$ cat config.mk
export PLATFORM = sky130hd
export DESIGN_NAME = e2q_cordic
export DESIGN_NICKNAME = d
export VERILOG_FILES = /design/src/sv/e2q_pkg.sv /design/src/sv/e2q_cordic.sv
export SDC_FILE = /design/constraint.sdc
export NUM_CORES = 2
export LEC_CHECK = 0
export BUFFER_PORTS_ARGS = -buffer_cell sky130_fd_sc_hd__buf_4
export CORE_ASPECT_RATIO = 1.1
export CORE_MARGIN = 1
export CORE_UTILIZATION = 55
export CTS_CLUSTER_DIAMETER = 150
export DETAILED_ROUTE_END_ITERATION = 7
export PLACE_DENSITY = 0.82
export SLEW_MARGIN = 20
export SYNTH_ARGS = -nofsm -noshare
export SYNTH_HDL_FRONTEND = slang
export SYNTH_SLANG_ARGS = --single-unit
$ cat constraint.sdc
create_clock -name clk -period 6.56 [get_ports clk]
set_clock_uncertainty 0.05 [all_clocks]
set_input_delay 0.328 -clock clk [delete_from_list [all_inputs] [get_ports clk]]
set_output_delay 0.328 -clock clk [all_outputs]
set_load 0.005 [all_outputs]
$ cat src/sv/e2q_pkg.sv
// e2q_pkg: shared constants, types and CORDIC arctangent table
// for the Euler-to-quaternion core. No dependencies.
`default_nettype none
package e2q_pkg;
  localparam int ANGLE_W = 16;
  localparam int Q15_W = 16;
  localparam int CORDIC_W = 34;
  localparam int ZACC_W = 33;
  localparam int ATAN_STEPS = 24;
  localparam int TRIG_ITERATIONS_DEF = 16;
  localparam logic signed [CORDIC_W-1:0] INV_GAIN_Q30 = 34'sd652032874;
  localparam logic signed [Q15_W-1:0] SAT_MAX = 16'sd32767;
  localparam logic signed [Q15_W-1:0] SAT_MIN = -16'sd32767;

  typedef logic signed [Q15_W-1:0] q15_t;

  typedef struct packed {
    q15_t c;
    q15_t s;
  } trig_t;

  function automatic logic signed [ZACC_W-1:0] atan_units(input int i);
    logic signed [ZACC_W-1:0] r;
    case (i)
      0: r = 33'sd536870912;
      1: r = 33'sd316933406;
      2: r = 33'sd167458907;
      3: r = 33'sd85004756;
      4: r = 33'sd42667331;
      5: r = 33'sd21354465;
      6: r = 33'sd10679838;
      7: r = 33'sd5340245;
      8: r = 33'sd2670163;
      9: r = 33'sd1335087;
      10: r = 33'sd667544;
      11: r = 33'sd333772;
      12: r = 33'sd166886;
      13: r = 33'sd83443;
      14: r = 33'sd41722;
      15: r = 33'sd20861;
      16: r = 33'sd10430;
      17: r = 33'sd5215;
      18: r = 33'sd2608;
      19: r = 33'sd1304;
      20: r = 33'sd652;
      21: r = 33'sd326;
      22: r = 33'sd163;
      default: r = 33'sd81;
    endcase
    return r;
  endfunction

  function automatic q15_t sat_round(input logic signed [CORDIC_W-1:0] v);
    logic signed [CORDIC_W-1:0] r;
    r = (v + 34'sd16384) >>> 15;
    if (r > 34'sd32767) return SAT_MAX;
    if (r < -34'sd32767) return SAT_MIN;
    return r[Q15_W-1:0];
  endfunction

  function automatic q15_t sat_round45(input logic signed [48:0] v);
    logic signed [48:0] r;
    r = (v + 49'sd536870912) >>> 30;
    if (r > 49'sd32767) return SAT_MAX;
    if (r < -49'sd32767) return SAT_MIN;
    return r[Q15_W-1:0];
  endfunction
endpackage
`default_nettype wire

$ cat src/sv/e2q_cordic.sv
// e2q_cordic: pipelined rotation-mode CORDIC, one register stage per step,
// gives cosine and sine of the half angle. Depends on e2q_pkg.
`default_nettype none
module e2q_cordic #(
  parameter int TRIG_ITERATIONS = e2q_pkg::TRIG_ITERATIONS_DEF
) (
  input  wire logic clk,
  input  wire logic en,
  input  wire logic signed [e2q_pkg::ANGLE_W-1:0] angle,
  output e2q_pkg::trig_t trig
);
  localparam int N = (TRIG_ITERATIONS < e2q_pkg::ATAN_STEPS) ?
                     TRIG_ITERATIONS : e2q_pkg::ATAN_STEPS;
  logic signed [e2q_pkg::CORDIC_W-1:0] xs [0:N];
  logic signed [e2q_pkg::CORDIC_W-1:0] ys [0:N];
  logic signed [e2q_pkg::ZACC_W-1:0] zs [0:N];

  always_ff @(posedge clk) begin
    if (en) begin
      xs[0] <= e2q_pkg::INV_GAIN_Q30;
      ys[0] <= '0;
      zs[0] <= {{2{angle[e2q_pkg::ANGLE_W-1]}}, angle, 15'd0};
    end
  end

  for (genvar i = 0; i < N; i++) begin : g_step
    always_ff @(posedge clk) begin
      if (en) begin
        if (!zs[i][e2q_pkg::ZACC_W-1]) begin
          xs[i+1] <= xs[i] - (ys[i] >>> i);
          ys[i+1] <= ys[i] + (xs[i] >>> i);
          zs[i+1] <= zs[i] - e2q_pkg::atan_units(i);
        end else begin
          xs[i+1] <= xs[i] + (ys[i] >>> i);
          ys[i+1] <= ys[i] - (xs[i] >>> i);
          zs[i+1] <= zs[i] + e2q_pkg::atan_units(i);
        end
      end
    end
  end

  always_ff @(posedge clk) begin
    if (en) begin
      trig.c <= e2q_pkg::sat_round(xs[N]);
      trig.s <= e2q_pkg::sat_round(ys[N]);
    end
  end
endmodule
`default_nettype wire

* Word-level counts from Yosys, hierarchy flattened
Memories as Yosys holds them, arrays and structs flattened. Index checks and enable logic that the tools add are counted.
Word-level totals: register bits 32, bits in writable memories 1717, input port bits 18, output and inout bits 32, logic and storage cells 318, memories kept 3
Memories:
- xs | depth 17, bits a word 34, read ports 17, clocked after Yosys merged registers in 0, write ports 17, line e2q_cordic.sv:14 | logic signed [e2q_pkg::CORDIC_W-1:0] xs [0:N];
- ys | depth 17, bits a word 34, read ports 17, clocked after Yosys merged registers in 0, write ports 17, line e2q_cordic.sv:15 | logic signed [e2q_pkg::CORDIC_W-1:0] ys [0:N];
- zs | depth 17, bits a word 33, read ports 16, clocked after Yosys merged registers in 0, write ports 17, line e2q_cordic.sv:16 | logic signed [e2q_pkg::ZACC_W-1:0] zs [0:N];
Cells by class: add/sub/neg operators 97, $lt $le $gt $ge 4, mux-type cells 164, bitwise gates (word level) 48
Operators with widths (count):
- 34-bit 2-to-1 mux | 32
- 33-bit 2-to-1 mux | 16
- 16-bit 2-to-1 mux | 8
- 1-bit 2-to-1 mux | 108
- 34-bit by 16-bit adder with 34-bit output, second input constant | 2
- 34-bit by 19-bit adder with 34-bit output | 2
- 34-bit by 20-bit adder with 34-bit output | 2
- 34-bit by 21-bit adder with 34-bit output | 2
- 34-bit by 22-bit adder with 34-bit output | 2
- 34-bit by 23-bit adder with 34-bit output | 2
- 34-bit by 24-bit adder with 34-bit output | 2
- 34-bit by 25-bit adder with 34-bit output | 2
- 34-bit by 26-bit adder with 34-bit output | 2
- 34-bit by 27-bit adder with 34-bit output | 2
- 34-bit by 28-bit adder with 34-bit output | 2
- 34-bit by 29-bit adder with 34-bit output | 2
- 34-bit by 30-bit adder with 34-bit output | 2
- 34-bit by 31-bit adder with 34-bit output | 2
- 34-bit by 32-bit adder with 34-bit output | 2
- 34-bit by 33-bit adder with 34-bit output | 2
- 34-bit by 19-bit subtractor with 34-bit output | 2
- 34-bit by 20-bit subtractor with 34-bit output | 2
- 34-bit by 21-bit subtractor with 34-bit output | 2
- 34-bit by 22-bit subtractor with 34-bit output | 2
- 48 further kinds | 109

* Logic depth before layout (Yosys ltp)
depth after elaboration 8, gate-level depth with buffers 22, gate-level depth less buffers 21

* Worst setup path before layout
OpenSTA, ideal clock, no wires.
kind input -> register, start input port en, end memory xs[10][32] in the netlist's numbering, data pin, arrival 4662 ps, required time 6252 ps, path slack 1590 ps, stages 18, buffers on the path 4, cell sequence clkbuf_1 > clkbuf_1 > nand2_1 > clkbuf_1 > clkbuf_1 > o21ai_0 > fa_1 > a211oi_1 > o21ai_0 > and4_1 > o2111ai_1 > a21oi_1 > o22ai_1 > o21ai_1 > o31a_1 > a311o_1 > a21oi_1 > xnor2_1
RTL lines:
- start: declaration | line e2q_cordic.sv:8 | input wire logic en,
- end: declaration | line e2q_cordic.sv:14

==> results.tsv <==
metric	value	unit
status	finished clean	
finalSetupViolCount	0	
cts_tree	done	
die_w	449	microns
async_flop_share	0	%
hp-class	in -> reg	
period_needed	5.62	ns
die_y	494	microns
yosysWarnings	0	
portBuffers	49	
vias	95100	
crit_type	reg -> reg	
synthFlopType	edfxtp_1	
final_hold_viol_count	0	
ant_nets	0	
synth_edf_count	1436	
first_pass_iters	7	
ys_top_cells_by_area	edfxtp_1 (36%), ha_1 (14%), xnor2_1 (8.5%)	
tns	0	ns
h-tree-depth	4	
maxCapViolCount	0	
coreArea	219000	sq um
ys_types	99	
cp_cell_sequence	or3_1 -> or3b_2 -> or2_2 -> o41ai_1 -> xor2_1 -> ha_1 -> and4_1 -> a221o_1 -> a21oi_1 -> o21ai_1 -> a21oi_1 -> o21ai_1 -> o31ai_1 -> o21ai_0 -> xor2_1	
fillers	18000	
grt_pass1_vias	91400	
drcViolationCount	0	
dp_hpwl	226	mm
fmax	178	MHz
cp_top_family	compound AO/OA/AOI/OAI gates	
met3_usage	3.05	%
avgRoutedWirePerCell	18.3	microns
grt_start_max_net_pins	153	
cts-resized-gates	0	
overflow	0	
clkTransAtPathRegs	0.07	ns
post_cts_buffers	0	
slew_headroom	31.5	%
syn_nets	14000	
area_growth	7.74	%
tightest_slew	1.00	ns
synth_top_area_share	35.6	%
final_area	130000	sq um
path_max_fanout	6	
final_nets	14100	
syn_inst	12600	
drtIter0Drc	6217	
regArea	43100	sq um
cts.sinks	1436	
clockBufferDepth	3	
rrSetupSlack	0.94	ns
hold_buffers	17	
rsz0062_at_grt	false	
cp_slowest_stage_delay	0.69	ns
grtUsageMet2	47.3	%
period_share	85.6	%
endpoint_kind	flop	
drive_above_1_share	4.38	%
synth_top_cell_by_area	edfxtp_1	
initial_core_util	55.3	%
yosysMostFrequentCell	edfxtp_1	
synth-seq-area-share	35.6	%
grtUsageTotal	25.2	%
cp_data_required_time	7.10	ns
cp_slowest_cell	o31ai_1	
wirelength	288	mm
dieArea	222000	sq um
final_max_slew_viol_count	0	
cts_buffers	158	
cp_num_buf_inv	0	
syn_area_per_cell	9.60	sq um
io_pins	50	
multi_input_area	75200	sq um
start_kind	flop	
synth_area	121000	sq um
row_count	180	
antenna_found_initial	6	
grt_pass1_wl	459	mm
gp_congestion	1.08	
ys_top_cells_by_count	edfxtp_1 (1436), ha_1 (1362), a21oi_1 (1303)	
placed_cell_area	125000	sq um
via_per_inst	6.04	
clk_latency	0.85	ns
synth-seq-cells	1436	
arrival	6.16	ns
grtUsageMet1	25.7	%
cts_root_buffer	clkbuf_16	
grt_busiest_layer	met2	
==> state kept, by name (all words and copies together) (netlist names) <==
| signal | flops |
|---|---|
| xs | 470 |
| trig | 32 |
| ys | 497 |
| zs | 437 |
==> worst paths after layout <==
path / from / endpoint / depth (start not counted)
worst max-delay path: xs[12][17] / ys[13][32] / 15
worst max register to register: xs[12][17] / ys[13][32] / 15
worst min-delay path: angle[2] / zs[0][17] / 2
worst min register to register: zs[0][24] / zs[1][24] / 0
==> cell usage in the layout (no fill, tap or decap), drive strengths merged, types with 124 or more instances in the layout <==
cell and n:
clkbuf 184, o21a 218, a211oi 124, nand2b 222
nand2 664, edfxtp 1436, xnor2 1170, a21oi 1305
inv 499, buf 135, nor3 293, nor2 1071
nor2b 182, nand3 223, o21ai 731, o21bai 160
ha 1362, xor2 617, a21o 622
==> worst register-to-register path: stages, from the launching register on <==
cell and delay [ns]:
edfxtp_1 0.49, or3_1 0.43, or3b_2 0.50, or2_2 0.30, o41ai_1 0.32, xor2_1 0.19, ha_1 0.32, and4_1 0.27
a221o_1 0.37, a21oi_1 0.25, o21ai_1 0.19, a21oi_1 0.37, o21ai_1 0.24, o31ai_1 0.69, o21ai_0 0.21, xor2_1 0.18
==> metrics by stage <==
step,hold slack (ns),setup WS [ns],std cells,util (%)
6_report,0.146,0.943,15700,59.6
3_5_place_dp,0.355,0.914,15400,57.1
2_1_floorplan,0.350,1.59,12600,-
5_1_grt,0.147,0.570,15700,59.6
3_3_place_gp,0.353,0.975,15400,57.1
4_1_cts,0.0938,1.10,15700,59.6
==> cell families (layout without fill, tap and decap cells) <==
logic type                 count (synthesis)  in the layout  share of synthesized area, %
buffers and inverters                    713            936                          2.22
DFF                                     1436           1436                          35.6
and+or+nand+nor                         3276           3276                          13.1
other                                      0              4                             0
adders and majority gates               1403           1403                          14.8
AOI/OAI and AO/OA                       3882           3882                          20.4
muxes                                    108            108                         0.950
xor gates and xnor gates                1787           1787                          12.9
==> routing by layer <==
layer	vias up	wire [microns]
li1	47100	-
met1	44300	107000
met2	2696	148000
met3	1033	11400
met4	0	22100
met5	-	0
==> cell type report <==
class	count	area share, %
Tap cell	2912	2.80
Timing Repair Buffer	152	0.933
Sequential cell	1436	33.1
Multi-Input combinational cell	10500	57.7
Clock buffer	184	3.14
Inverter	494	1.42
Antenna cell	4	0.00768
Clock inverter	106	0.927
Power is not shown: default switching activity piles up to over one toggle a cycle in this logic, so the estimate is an artifact.
